File: src/sv/tbpr_pkg.sv
// shared types, constants and helpers for the tile background pixel renderer
package tbpr_pkg;

   localparam int VRAM_BYTES    = 8192;
   localparam int VRAM_AW       = $clog2(VRAM_BYTES);
   localparam int VRAM_WORDS    = VRAM_BYTES / 2;
   localparam int VRAM_WAW      = VRAM_AW - 1;
   localparam int SCREEN_WIDTH  = 160;
   localparam int SCREEN_HEIGHT = 144;

   localparam logic [VRAM_AW-1:0] MAP_LOW_OFFSET     = VRAM_AW'(16'h1800);
   localparam logic [VRAM_AW-1:0] MAP_HIGH_OFFSET    = VRAM_AW'(16'h1C00);
   localparam logic [VRAM_AW-1:0] SIGNED_DATA_OFFSET = VRAM_AW'(16'h0800);
   localparam logic [7:0]         WINDOW_X_BIAS      = 8'd7;
   localparam logic [7:0]         SIGNED_BIAS        = 8'h80;

   typedef enum logic {
      FUNC_WRITE  = 1'b0,
      FUNC_RENDER = 1'b1
   } func_type;

   typedef enum logic [2:0] {
      CSR_SCROLL_X           = 3'd0,
      CSR_SCROLL_Y           = 3'd1,
      CSR_WINDOW_X_RAW       = 3'd2,
      CSR_WINDOW_Y           = 3'd3,
      CSR_BG_ENABLE          = 3'd4,
      CSR_WINDOW_ENABLE      = 3'd5,
      CSR_TILE_DATA_UNSIGNED = 3'd6,
      CSR_MAP_HIGH           = 3'd7
   } csr_index_type;

   typedef struct packed {
      logic [7:0] scroll_x;
      logic [7:0] scroll_y;
      logic [7:0] window_x_raw;
      logic [7:0] window_y;
      logic       bg_enable;
      logic       window_enable;
      logic       tile_data_unsigned;
      logic       map_high;
   } cfg_type;

   // one item as it travels down the pipeline
   typedef struct packed {
      logic               is_write;
      logic               has_result;
      logic [7:0]         xp;
      logic [7:0]         yp;
      logic [7:0]         column;
      logic [7:0]         row;
      logic [VRAM_AW-1:0] vram_offset;
      logic [7:0]         vram_byte;
   } item_type;

   function automatic logic [7:0] grey_level(input logic [1:0] idx);
      logic [7:0] g;
      case (idx)
         2'd0:    g = 8'hFF;
         2'd1:    g = 8'hA2;
         2'd2:    g = 8'h4E;
         default: g = 8'h00;
      endcase
      return g;
   endfunction

endpackage

File: src/sv/tbpr_coord.sv
// front stage: classify the beat and map screen position to background or window space
module tbpr_coord #(
   parameter int SCREEN_WIDTH = tbpr_pkg::SCREEN_WIDTH
) (
   input  logic                         func,
   input  logic [tbpr_pkg::VRAM_AW-1:0] vram_offset,
   input  logic [7:0]                   vram_byte,
   input  logic [7:0]                   column,
   input  logic [7:0]                   row,
   input  tbpr_pkg::cfg_type            cfg,
   output tbpr_pkg::item_type           item
);

   localparam logic [8:0] WIDTH_LIM  = 9'(SCREEN_WIDTH);
   localparam logic [8:0] HEIGHT_LIM = 9'(tbpr_pkg::SCREEN_HEIGHT);

   logic [7:0] left;
   logic       in_window;
   logic       on_screen;
   logic       is_write;

   always_comb begin
      // window left edge, clamped at zero
      left = (cfg.window_x_raw >= tbpr_pkg::WINDOW_X_BIAS) ?
             cfg.window_x_raw - tbpr_pkg::WINDOW_X_BIAS : 8'd0;
      in_window = cfg.window_enable && (row >= cfg.window_y) && (column >= left);
      on_screen = ({1'b0, column} < WIDTH_LIM) && ({1'b0, row} < HEIGHT_LIM);
      is_write  = (tbpr_pkg::func_type'(func) == tbpr_pkg::FUNC_WRITE);

      item.is_write    = is_write;
      item.has_result  = !is_write && on_screen;
      item.xp          = in_window ? column - left : column + cfg.scroll_x;
      item.yp          = in_window ? row - cfg.window_y : row + cfg.scroll_y;
      item.column      = column;
      item.row         = row;
      item.vram_offset = vram_offset;
      item.vram_byte   = vram_byte;
   end

endmodule

File: config.mk
export PLATFORM = sky130hd
export DESIGN_NAME = tbpr_coord
export DESIGN_NICKNAME = d
export VERILOG_FILES = /design/src/sv/tbpr_pkg.sv /design/src/sv/tbpr_coord.sv
export SDC_FILE = /design/constraint.sdc
export NUM_CORES = 1
export LEC_CHECK = 0
export ABC_AREA = 1
export BUFFER_PORTS_ARGS = -buffer_cell sky130_fd_sc_hd__buf_4
export CORE_AREA = 2 2 66 80
export DETAILED_ROUTE_END_ITERATION = 8
export DIE_AREA = 0 0 68 82
export PLACE_DENSITY = 0.86
export SLEW_MARGIN = 10
export SYNTH_ARGS = -nofsm -noshare
export SYNTH_HDL_FRONTEND = slang
export SYNTH_SLANG_ARGS = --single-unit
File: constraint.sdc
create_clock -name vclk -period 6.6
set_input_delay 1.32 -clock vclk [all_inputs]
set_output_delay 1.32 -clock vclk [all_outputs]
set_load 0.02 [all_outputs]
==> out/summary.txt <==
Status: finished, final reports clean
DR vias: 2587
PostCTS Resize Cnt: 0
Critical Setup Path Class: input pin to output pin
Setup bufs post-CTS: 0
# diodes: 0
Die extent in x: 68 µm
Average size of a mapped cell: 5.54 µm²
Post-route setup TNS: 0 ns
Core Area: 4830 µm²
Port buffer count: 84
Filler-free cell count of the finished design: 521
Final Cycle Share: 78.6%
Sequential cell area: 0 µm²
Final HPWL DP: 5120 µm
RSZ-0062 raised after global routing: no
Cell taking the most area after synthesis: nand2_1
Area growth from synthesis to layout: 17.2%
DRC: 0
Gr busiest metal: met2
Die height: 82 µm
1st-iter DRT viols: 108
Hold Crit Class: input pin to output pin
CP Capture Type: output pin
Gpl congestion: 0.911
CP Launch Type: input pin
Per-cell routed wire length: 11.3 µm
Leakage: 1.73 nW
CTS Hold Bufs: 0
Slew headroom: 67.4%
Pwr/cell area: 109 nW/µm²
Global route total overflow: 0
Drt pass-1 iters: 4
Largest net degree at the start of global routing: 18
Max VDD drop: 0.0415 mV
Yosys warnings: 0
Fill cells: 484
Cells taking the most area after synthesis: nand2_1 (24%), ha_1 (17%), buf_4 (13%), inv_1 (12%), nand3_1 (7.3%)
FFs & Latches: 0
Antenna violations before repair: 0
Clock buffers: 0
GR Util met1: 22.4%
Placed instance count: 521
Hold WS: 2.64 ns
Hold Fails Final Rpt: 0
Final max-slew violation count: 0
CP max FO: 17
Crit path top cell by count: nand2_1
Vias per cell: 4.97
Cell Chain, Critical Path: buf_4 -> ha_1 -> nand2_1 -> a31oi_1 -> ha_1 -> inv_1 -> fa_1 -> nand3_1 -> nand2_1 -> nand2_1 -> nand3_2 -> nand3_4 -> nand2_1 -> nand2_1 -> buf_4
Routed WL: 5890 µm
Synth Cell Area: 2320 µm²
Post-Syn Nets: 527
Cell Rows: 28
Vias in the first global route: 2386
Routed Antenna Nets: 0
# IOs: 129
Max_cap viols: 0
Final setup viols: 0
Worst EP arrival: 3.87 ns
CP max stage delay: 0.43 ns
Die footprint: 5580 µm²
Hold path depth: 0
Slowest library cell on the worst path: fa_1
Tot GR Track Use: 20.8%
Worst slew pin tran: 0.485 ns
Post-synthesis instance total: 418
Final net count: 572
M3 GR Usage: 0.822%
Achievable frequency: 0.193 GHz
Post-synth cell types: 26
Top cell type's share of synthesized area: 24.5%
Required time of the critical path: 5.28 ns
Initial Util: 47.9%
Share of cells above drive strength 1: 20.8%
First-pass GRT wire length: 9450 µm
Met2 Track Usage GR: 44.1%
Final min period: 5.19 ns
Post-layout util: 56.1%
Area of the multi-input gates: 1730 µm²
Sequential share of the synthesized area: 0%
## routing by layer
| metal | up-vias | wire [µm] |
|---|---|---|
| li1 | 1363 | - |
| met2 | 73 | 3250 |
| met4 | 0 | 49 |
| met3 | 6 | 305 |
| met5 | - | 0 |
| met1 | 1145 | 2280 |
## kinds of logic after synthesis
family,Yosys count,share of synthesized area (%)
AND/OR/NAND/NOR,232,43.9
adder cells (fa/ha/maj),35,20.2
buffers and inverters,114,25.1
XOR/XNOR,11,4.16
AO/OA/AOI/OAI,26,6.65
## cells in the mapped netlist
master and n:
or2_2 1, a21oi_4 1, xor2_1 8, nand3_4 2
o31ai_1 1, nand2_2 3, a31oi_1 1, nand3_2 2
nand2_1 151, nor2_4 1, xnor2_1 3, inv_1 73
nor2_1 21, nand4_1 14, nand3_1 34, ha_1 31
a21o_1 2, o21ai_0 7, a21oi_2 1, clkbuf_1 1
a21oi_1 13, fa_1 4, nand3b_1 2, buf_6 1
buf_4 39, nor2_2 1
## cell usage in the layout (no fill, tap or decap)
master | netlist | final
nor2_2 | 1 | 1
nand2_1 | 151 | 151
a21o_1 | 2 | 2
a21oi_2 | 1 | 1
xor2_1 | 8 | 8
o31ai_1 | 1 | 1
a21oi_4 | 1 | 1
o21ai_0 | 7 | 7
fa_1 | 4 | 4
nand3_1 | 34 | 34
buf_4 | 39 | 84
a31oi_1 | 1 | 1
nor2_4 | 1 | 1
or2_2 | 1 | 1
xnor2_1 | 3 | 3
nand3b_1 | 2 | 2
nand3_2 | 2 | 2
nand3_4 | 2 | 2
ha_1 | 31 | 31
a21oi_1 | 13 | 13
nand4_1 | 14 | 14
nand2_2 | 3 | 3
inv_1 | 73 | 73
nor2_1 | 21 | 21
## where the power goes
part / switching, W / total (W) / internal (W)
clock: 0 / 0 / 0
combinational: 0.000174 / 0.000296 / 0.000122
sequential: 0 / 0 / 0
## layout make-up
class | count | area share [%]
multi-input cells | 304 | 63.9
well taps | 60 | 2.77
repair buffers | 84 | 23.2
inverters | 73 | 10.1
## worst paths after layout
kind | end | slack (ns) | startpoint
hold / removal | item[12] | 2.64 | vram_offset[4]
setup / recovery | item[49] | 1.41 | cfg[12]
## stage by stage
step	setup slack [ns]	total power, W	area (µm²)
global placement	1.46	0.000288	2710
floorplan	2.09	0.000220	2320
global route	1.17	0.000330	2710
CTS	1.40	0.000296	2710
detailed placement	1.40	0.000295	2710
finish	1.41	0.000296	2710
## critical path: cells and delay by family
family / cells / cell delay [ns]
buf+inv: 3 / 0.33
simple gates: 8 / 1.21
fa+ha+maj: 3 / 0.77
compound gates: 1 / 0.25
Note: power is estimated with default switching activity, not from simulation.
