--- config.mk ---
export PLATFORM = sky130hd
export DESIGN_NAME = tbpr_csr_flat
export DESIGN_NICKNAME = d
export VERILOG_FILES = /design/src/sv/tbpr_pkg.sv /design/src/sv/tbpr_if.sv /design/src/sv/tbpr_csr.sv /design/src/flat_wrapper.sv
export SDC_FILE = /design/constraint.sdc
export NUM_CORES = 1
export LEC_CHECK = 0
export BUFFER_PORTS_ARGS = -buffer_cell sky130_fd_sc_hd__buf_2
export CAP_MARGIN = 10
export CORE_ASPECT_RATIO = 0.8
export CORE_UTILIZATION = 30
export DETAILED_ROUTE_END_ITERATION = 8
export SLEW_MARGIN = 20
export SYNTH_ARGS = -nofsm -noshare
export SYNTH_HDL_FRONTEND = slang
export SYNTH_SLANG_ARGS = --single-unit
--- constraint.sdc ---
create_clock -name clock -period 2.1 [get_ports clock]
set_clock_uncertainty 0.05 [all_clocks]
set_input_delay 0.315 -clock clock [delete_from_list [all_inputs] [get_ports clock]]
set_output_delay 0.315 -clock clock [all_outputs]
set_load 0.05 [all_outputs]
--- src/sv/tbpr_pkg.sv ---
// shared types, constants and helpers for the tile background pixel renderer
package tbpr_pkg;

   localparam int VRAM_BYTES    = 8192;
   localparam int VRAM_AW       = $clog2(VRAM_BYTES);
   localparam int VRAM_WORDS    = VRAM_BYTES / 2;
   localparam int VRAM_WAW      = VRAM_AW - 1;
   localparam int SCREEN_WIDTH  = 160;
   localparam int SCREEN_HEIGHT = 144;

   localparam logic [VRAM_AW-1:0] MAP_LOW_OFFSET     = VRAM_AW'(16'h1800);
   localparam logic [VRAM_AW-1:0] MAP_HIGH_OFFSET    = VRAM_AW'(16'h1C00);
   localparam logic [VRAM_AW-1:0] SIGNED_DATA_OFFSET = VRAM_AW'(16'h0800);
   localparam logic [7:0]         WINDOW_X_BIAS      = 8'd7;
   localparam logic [7:0]         SIGNED_BIAS        = 8'h80;

   typedef enum logic {
      FUNC_WRITE  = 1'b0,
      FUNC_RENDER = 1'b1
   } func_type;

   typedef enum logic [2:0] {
      CSR_SCROLL_X           = 3'd0,
      CSR_SCROLL_Y           = 3'd1,
      CSR_WINDOW_X_RAW       = 3'd2,
      CSR_WINDOW_Y           = 3'd3,
      CSR_BG_ENABLE          = 3'd4,
      CSR_WINDOW_ENABLE      = 3'd5,
      CSR_TILE_DATA_UNSIGNED = 3'd6,
      CSR_MAP_HIGH           = 3'd7
   } csr_index_type;

   typedef struct packed {
      logic [7:0] scroll_x;
      logic [7:0] scroll_y;
      logic [7:0] window_x_raw;
      logic [7:0] window_y;
      logic       bg_enable;
      logic       window_enable;
      logic       tile_data_unsigned;
      logic       map_high;
   } cfg_type;

   // one item as it travels down the pipeline
   typedef struct packed {
      logic               is_write;
      logic               has_result;
      logic [7:0]         xp;
      logic [7:0]         yp;
      logic [7:0]         column;
      logic [7:0]         row;
      logic [VRAM_AW-1:0] vram_offset;
      logic [7:0]         vram_byte;
   } item_type;

   function automatic logic [7:0] grey_level(input logic [1:0] idx);
      logic [7:0] g;
      case (idx)
         2'd0:    g = 8'hFF;
         2'd1:    g = 8'hA2;
         2'd2:    g = 8'h4E;
         default: g = 8'h00;
      endcase
      return g;
   endfunction

endpackage

--- src/sv/tbpr_if.sv ---


interface tbpr_csr_if;
   logic       valid;
   logic       ready;
   logic [2:0] index;
   logic [7:0] data;
   modport source (output valid, index, data, input ready);
   modport sink (input valid, index, data, output ready);
endinterface

--- src/sv/tbpr_csr.sv ---
// configuration register file
module tbpr_csr (
   input  logic              clock,
   input  logic              reset,
   tbpr_csr_if.sink          csr_bus,
   output tbpr_pkg::cfg_type cfg
);

   tbpr_pkg::cfg_type cfg_ff;
   tbpr_pkg::cfg_type cfg_in;

   assign csr_bus.ready = 1'b1;

   always_comb begin
      cfg_in = cfg_ff;
      if (csr_bus.valid) begin
         unique case (tbpr_pkg::csr_index_type'(csr_bus.index))
            tbpr_pkg::CSR_SCROLL_X:           cfg_in.scroll_x           = csr_bus.data;
            tbpr_pkg::CSR_SCROLL_Y:           cfg_in.scroll_y           = csr_bus.data;
            tbpr_pkg::CSR_WINDOW_X_RAW:       cfg_in.window_x_raw       = csr_bus.data;
            tbpr_pkg::CSR_WINDOW_Y:           cfg_in.window_y           = csr_bus.data;
            tbpr_pkg::CSR_BG_ENABLE:          cfg_in.bg_enable          = csr_bus.data[0];
            tbpr_pkg::CSR_WINDOW_ENABLE:      cfg_in.window_enable      = csr_bus.data[0];
            tbpr_pkg::CSR_TILE_DATA_UNSIGNED: cfg_in.tile_data_unsigned = csr_bus.data[0];
            tbpr_pkg::CSR_MAP_HIGH:           cfg_in.map_high           = csr_bus.data[0];
         endcase
      end
   end

   always_ff @(posedge clock) begin
      if (reset) begin
         cfg_ff <= '0;
      end else begin
         cfg_ff <= cfg_in;
      end
   end

   assign cfg = cfg_ff;

endmodule

--- src/flat_wrapper.sv ---
// flat-port wrapper written by rule: the top's interface ports become plain ports
module tbpr_csr_flat 
  (clock, reset, cfg, csr_bus_valid, csr_bus_index, csr_bus_data, csr_bus_ready);
  tbpr_csr_if csr_bus_i ();
  input  logic clock;
  input  logic reset;
  output tbpr_pkg::cfg_type cfg;
  input wire logic [$bits(csr_bus_i.valid)-1:0] csr_bus_valid;
  input wire logic [$bits(csr_bus_i.index)-1:0] csr_bus_index;
  input wire logic [$bits(csr_bus_i.data)-1:0] csr_bus_data;
  output wire logic [$bits(csr_bus_i.ready)-1:0] csr_bus_ready;
  assign csr_bus_i.valid = csr_bus_valid;
  assign csr_bus_i.index = csr_bus_index;
  assign csr_bus_i.data = csr_bus_data;
  assign csr_bus_ready = csr_bus_i.ready;
  tbpr_csr u_core (.clock(clock), .reset(reset), .csr_bus(csr_bus_i), .cfg(cfg));
endmodule
==> results by group, run 1 <==
STA
  • RSZ-0062 raised after global routing: false
  • Finish-stage setup viols: 0
  • Final period util: between 60% and 70%
  • Fin. Hold Viols: 0
  • Max Freq: between 0.7 and 0.8 GHz
  • Setup TNS: 0 ns
  • Fin crit period: 1.27 ns
  • Max-slew violations: 0

Cells and area
  • Antenna cells: 0
  • Commonest non-fill, non-tap cell in the layout: buf_2
  • Max reg flops: 36
  • Area Overhead vs Synth: 22.9%
  • Filler cells: 493
  • Fin area: approximately 1900 um^2
  • Nets: 200
  • Most frequent cells in the layout: buf_2, nand2b_1, mux2i_1, dfxtp_1, clkbuf_8
  • Share of cells above drive strength 1: around 33%

GRT
  • Number of global-route vias before repair: around 1100
  • All-Layer GR Usage: roughly 13%
  • Pin count of the biggest net entering global routing: 29
  • Initial antenna violation count: 0
  • First-pass GRT wire length: 5.13 mm
  • Grt ovf: 0

Critical path
  • CP Class: reg -> out
  • Reg2reg setup slack: 1.45 ns
  • WP data arrival: around 0.90 ns
  • Capturing element type of the critical path: output port
  • Max stage delay cell, worst path: dfxtp_1
  • Max stage delay on crit path: roughly 0.35 ns
  • Critical path data required time: 1.74 ns
  • Largest fanout on the critical path: 2
  • Delay-heaviest family, CP: flip-flops
  • Crit-path cells: buf_2
  • Buf/Inv on CP: 1
  • CP startpoint kind: flip-flop

Power and ir drop
  • Clock share of power: 34.4%
  • Switching Share: about a quarter
  • Max IR drop VDD: between 0.0003 and 0.0004 V
  • Power per cell area: about 700 nW/um^2
  • LEAKAGE: approximately 0.00097 uW
  • Psw: roughly 340 uW
  • Cell Int Power: ~980 uW
  • Part of the power in combinational logic: between 10% and 20%
  • Reg power frac: between 50% and 60%

Clock network
  • Clock network latency to the later pin of the worst-skew pair: 0.28 ns
  • Setup Fix Bufs, Post-CTS: 0
  • Hold_buf cts: 0
  • Clock root buffer: clkbuf_8
  • Clock-pin slew on the worst setup and hold paths: approximately 0.07 ns
  • Htree depth: 2
  • CTS buffer count: 5
  • Clk sinks: 36
  • TritonCTS clock tree: yes
  • Post-cts resize count: 0
  • CTS max path bufs: 2

Drt
  • Drt initial violations: just under 80
  • Vias per std cell: between 4 and 5
  • DR WL met3: 289 um
  • Routed wire length: about 3.2 mm
  • Via Count: ~1100
  • Metal2 WL: approximately 1.3 mm
  • Residual DRC: 0
  • Highest metal used: met4
  • Drt first pass iters: 4
  • Post-DRT Antenna Nets: 0
  • Met1 wire length: 1.58 mm
  • DR WL/cell: 13.0 um

Synth
  • Syn Nets: around 150
  • Average size of a mapped cell: 11.0 um^2
  • Cell variety after synth: 14
  • Mapped Area: ~1500 um^2
  • Yosys warning count: 0
  • Syn Inst Count: around 140
  • #FFs+latches synth: 36
  • Register area share after synthesis: about 47%

Floorplanning
  • IO Count: 51
  • Initial Util: between 30% and 40%
  • Die height: 65.9 um
  • CORE AREA: roughly 4700 um^2
  • FP Rows: 22
  • Full die area: roughly 5400 um^2
  • Chip Width: 81.9 um

Run status
  • Status: finished clean

Placement
  • Final RePlAce weighted congestion: around 0.63
  • Detailed Place HPWL: between 2 and 2.5 mm
  • Buffers added on ports: a little under 50
  • Post-place instance area: around 1800 um^2

Min path
  • Worst hold path class: in -> reg

Run
  • Max Cap Viol: 0
-- cell families (layout without fill, tap and decap cells) --
family	after synthesis	count (layout)	share of synthesized area (%)
multiplexers	36	36	23.5
flip-flops	36	36	47.0
buffers and inverters	12	59	4.49
AND/OR/NAND/NOR	54	54	24.7
other	1	1	0.245
-- power groups by stage --
stage                     Sequential, uW  Clock [uW]  Combinational [uW]
after floorplan                      773           0                70.8
after global placement               721           0                 164
after detailed placement             720           0                 164
after CTS                            705         467                 165
after global routing                 707         494                 174
final                                705         454                 163
-- cell type report --
type                       count  area (um^2)  area share, %
multi-input combinational     91          743           39.4
sequential                    36          721           38.2
timing repair buffer          52          268           14.2
tap                           60         75.1           3.98
clock buffer                   6         72.6           3.85
clock inverter                 1         5.00          0.266
-- final timing paths --
path / cells past startpoint / start / to
hold / removal: 3 / csr_bus_data[2] / u_core.cfg[6]
setup reg to reg: 2 / u_core.cfg[25] / u_core.cfg[25]
setup / recovery: 1 / u_core.cfg[25] / cfg[25]
hold reg to reg: 2 / u_core.cfg[14] / u_core.cfg[14]
-- per-layer routing --
metal  vias up  GRT usage [%]
met5         -              0
met4         0           5.92
met3         6           5.24
met2        38           17.9
met1       491           17.3
li1        555              -
-- synth_stat cells --
library cell	count	area share (%)
clkbuf_1	5	1.2
and4bb_2	2	1.6
or4b_4	1	0.90
nand4bb_1	2	1.5
buf_2	4	1.3
mux2i_1	36	24
nand2b_1	44	18
dfxtp_1	36	47
nand4_1	1	0.41
buf_6	2	1.5
nor4bb_1	1	0.65
buf_4	1	0.49
nand4b_1	3	1.7
conb_1	1	0.24
-- per-stage QoR --
step	util (%)	power, uW	std cells	hold WS [ns]	setup slack (ns)
after CTS	39.8	1340	246	0.334	0.824
after floorplan	-	844	139	0.463	0.737
after global routing	39.8	1370	246	0.362	0.789
after detailed placement	38.2	885	239	0.413	0.627
final	39.8	1320	246	0.333	0.833
after global placement	38.2	884	239	0.411	0.658
-- worst reg2reg max path, stage by stage (launching register included) --
cell      delay (ns)
dfxtp_1         0.35
nand2b_1        0.07
mux2i_1         0.12
(Power assumes the default switching activity.)
==> run 2, diff against run 1 <==
--- a/config.mk
+++ b/config.mk
@@ -5,6 +5,7 @@
 export SDC_FILE = /design/constraint.sdc
 export NUM_CORES = 1
 export LEC_CHECK = 0
+export ABC_AREA = 1
 export BUFFER_PORTS_ARGS = -buffer_cell sky130_fd_sc_hd__buf_2
 export CAP_MARGIN = 10
 export CORE_ASPECT_RATIO = 0.8
==> constraint.sdc (replaced) <==
create_clock -name clock -period 1.16 [get_ports clock]
set_clock_uncertainty 0.05 [all_clocks]
set_input_delay 0.174 -clock clock [delete_from_list [all_inputs] [get_ports clock]]
set_output_delay 0.174 -clock clock [all_outputs]
set_load 0.05 [all_outputs]
==> results by group, run 2 <==
Critical path
  • Buf/Inv on CP: 1 (unchanged)
  • WP data arrival: 0.90 ns (about the same)
  • Max stage delay cell, worst path: dfxtp_1 (unchanged)
  • Critical path data required time: 0.94 ns (was 1.74 ns)
  • Largest fanout on the critical path: 2 (unchanged)
  • Crit-path cells: buf_2 (unchanged)
  • Max stage delay on crit path: 0.35 ns (about the same)
  • CP startpoint kind: flip-flop (unchanged)
  • Worst R2R Start: u_core.cfg[3] (was u_core.cfg[25])
  • CP Class: reg -> out (unchanged)
  • Delay-heaviest family, CP: flip-flops (unchanged)
  • Capturing element type of the critical path: output port (unchanged)
  • Critical path startpoint: u_core.cfg[34] (was u_core.cfg[25])

Drt
  • Vias per std cell: 4.49 (was 4.43)
  • Drt first pass iters: 4 (unchanged)
  • Drt initial violations: 109 (was 79)
  • Via Count: 1477 (was 1090)
  • DR WL/cell: 11.7 um (was 13.0 um)
  • Post-DRT Antenna Nets: 0 (unchanged)
  • Residual DRC: 0 (unchanged)
  • Routed wire length: 3.84 mm (was 3.20 mm)

STA
  • RSZ-0062 raised after global routing: false (unchanged)
  • Fin crit period: about 1.1 ns
  • Fin. Hold Viols: 0 (unchanged)
  • Final period util: between 90% and 100%
  • Max-slew violations: 0 (unchanged)
  • Finish-stage setup viols: 0 (unchanged)
  • Max Freq: 0.886 GHz
  • Setup TNS: 0 ns (unchanged)
  • WHS: 0.232 ns (was 0.333 ns)

Synth
  • Most instantiated cells after synthesis: nor2_1, nand2_1, dfxtp_1 (was nand2b_1, dfxtp_1, mux2i_1)
  • Largest family of logic cells by synthesized area: simple AND/OR/NAND/NOR gates (unchanged)
  • Most common cell in the netlist: nor2_1 (was nand2b_1)
  • #FFs+latches synth: 36 (unchanged)
  • Adder-Cell Fraction of Synth Area: 0% (unchanged)
  • Post-synthesis compound-gate area fraction: 0.976% (was 0%)
  • Syn Nets: 232 (was 153)
  • EDFF count, synth: 0 (unchanged)
  • Xor and xnor area share after synthesis: 0% (unchanged)
  • Average size of a mapped cell: 7.05 um^2 (was 11.0 um^2)
  • Register area share after synthesis: 46.9% (was 47.0%)
  • Asr flop ratio synth: 0% (unchanged)
  • Mapped Area: 1540 um^2 (was 1530 um^2)
  • Simple-gate share of the synthesized area: 45.7% (was 24.7%)
  • Primary FF master, synth: dfxtp_1 (unchanged)
  • Mux cell area share after synthesis: 0% (was 23.5%)
  • Cell variety after synth: 17 (was 14)
  • Post-synth top area cell: dfxtp_1 (unchanged)
  • Syn Inst Count: 218 (was 139)
  • Top-area cell type share of the netlist area: 46.9% (was 47.0%)
  • Synth area leaders: dfxtp_1, nor2_1, nand3_1 (was dfxtp_1, mux2i_1, nand2b_1)
  • Yosys warning count: 0 (unchanged)

GRT
  • Pin count of the biggest net entering global routing: 37 (was 29)
  • GRT busiest layer: met2 (unchanged)
  • Grt met1 use: 21.0% (was 17.3%)
  • Number of global-route vias before repair: 1255 (was 1067)
  • Initial antenna violation count: 0 (unchanged)
  • Global routing usage on met2: 22.7% (was 17.9%)
  • Met3 usage: 3.59% (was 5.24%)
  • All-Layer GR Usage: 15.4% (was 13.0%)
  • First-pass GRT wire length: 6.10 mm (was 5.13 mm)
  • Grt ovf: 0 (unchanged)

Floorplanning
  • Chip Width: 82.0 um (was 81.9 um)
  • FP Rows: 22 (unchanged)
  • CORE AREA: 4760 um^2 (was 4730 um^2)
  • Initial Util: 32.3% (was 32.4%)
  • Full die area: 5420 um^2 (was 5400 um^2)
  • IO Count: 51 (unchanged)
  • Die height: 66.0 um (was 65.9 um)

Min path
  • Hold Crit Start: csr_bus_data[1] (was csr_bus_data[2])
  • Worst hold path class: in -> reg (unchanged)

Clock network
  • Htree depth: 2 (unchanged)
  • Setup Fix Bufs, Post-CTS: 0 (unchanged)
  • Post-cts resize count: 0 (unchanged)
  • Clock-pin slew on the worst setup and hold paths: 0.07 ns (about the same)
  • CTS max path bufs: 2 (unchanged)
  • Hold_buf cts: 0 (unchanged)
  • Clock root buffer: clkbuf_8 (unchanged)
  • Clk sinks: 36 (unchanged)
  • TritonCTS clock tree: yes (unchanged)
  • Clock network latency to the later pin of the worst-skew pair: 0.28 ns (about the same)
  • CTS buffer count: 5 (unchanged)

Cells and area
  • Share of cells above drive strength 1: 26.4% (was 32.8%)
  • Max reg flops: 36 (unchanged)
  • Area Overhead vs Synth: 26.1% (was 22.9%)
  • Commonest non-fill, non-tap cell in the layout: nor2_1 (was buf_2)
  • Antenna cells: 0 (unchanged)
  • Most frequent cells in the layout: nor2_1, buf_2, nand2_1 (was buf_2, nand2b_1, mux2i_1, dfxtp_1, clkbuf_8)
  • Filler cells: 542 (was 493)
  • Nets: 283 (was 200)

Placement
  • Final RePlAce weighted congestion: 0.792 (was 0.627)
  • Buffers added on ports: 49 (unchanged)
  • Detailed Place HPWL: 2.66 mm (was 2.26 mm)

Run status
  • Status: finished clean (unchanged)

Power and ir drop
  • Max IR drop VDD: 0.000545 V (was 0.000351 V)
  • LEAKAGE: 0.000967 uW (was 0.000973 uW)
  • Power per cell area: 1350 nW/um^2 (was 702 nW/um^2)
  • Final Power: 2610 uW (was 1320 uW)

Run
  • Max Cap Viol: 0 (unchanged)
-- run 2: power by group --
group          total [uW]  switching (uW)  internal [uW]
combinational         473             352            121
clock                 842             434            408
sequential           1300            20.9           1280
-- run 2: worst paths after layout --
kind	end	slack [ns]	cells after the start
setup / recovery	cfg[34]	0.03	1
hold / removal	u_core.cfg[29]	0.23	5
hold reg to reg	u_core.cfg[7]	0.43	2
setup reg to reg	u_core.cfg[3]	0.52	2
-- run 2: per-layer routing --
metal | up-vias | part of all wire, %
met2 | 38 | 43
met3 | 10 | 5.8
met5 | - | 0
met1 | 659 | 49
met4 | 0 | 2.0
li1 | 770 | -
-- run 2: area by class of cell --
type	instances	area (um^2)	share of cell area, %
clock inverters	1	5.00	0.258
multi-input cells	160	722	37.2
well taps	60	75.1	3.87
clock buffers	6	72.6	3.74
inverters	15	56.3	2.90
repair buffers	51	288	14.8
flip-flops and latches	36	721	37.2
-- run 2: cells by family (layout without fill, tap and decap cells) --
| kind of cell | Yosys count | count (layout) |
|---|---|---|
| other | 1 | 1 |
| and+or+nand+nor | 156 | 156 |
| AOI/OAI and AO/OA | 3 | 3 |
| buffers and inverters | 22 | 73 |
| DFF | 36 | 36 |
-- run 2: stage by stage --
step | util, % | cell area, um^2 | setup slack [ns] | std cells
finish | 40.7 | 1940 | 0.0318 | 329
CTS | 40.4 | 1920 | 0.00881 | 329
floorplan | - | 1540 | 0.252 | 218
global placement | 38.8 | 1850 | 0.105 | 322
detailed placement | 38.8 | 1850 | 0.107 | 322
global route | 40.7 | 1940 | 0.00197 | 329
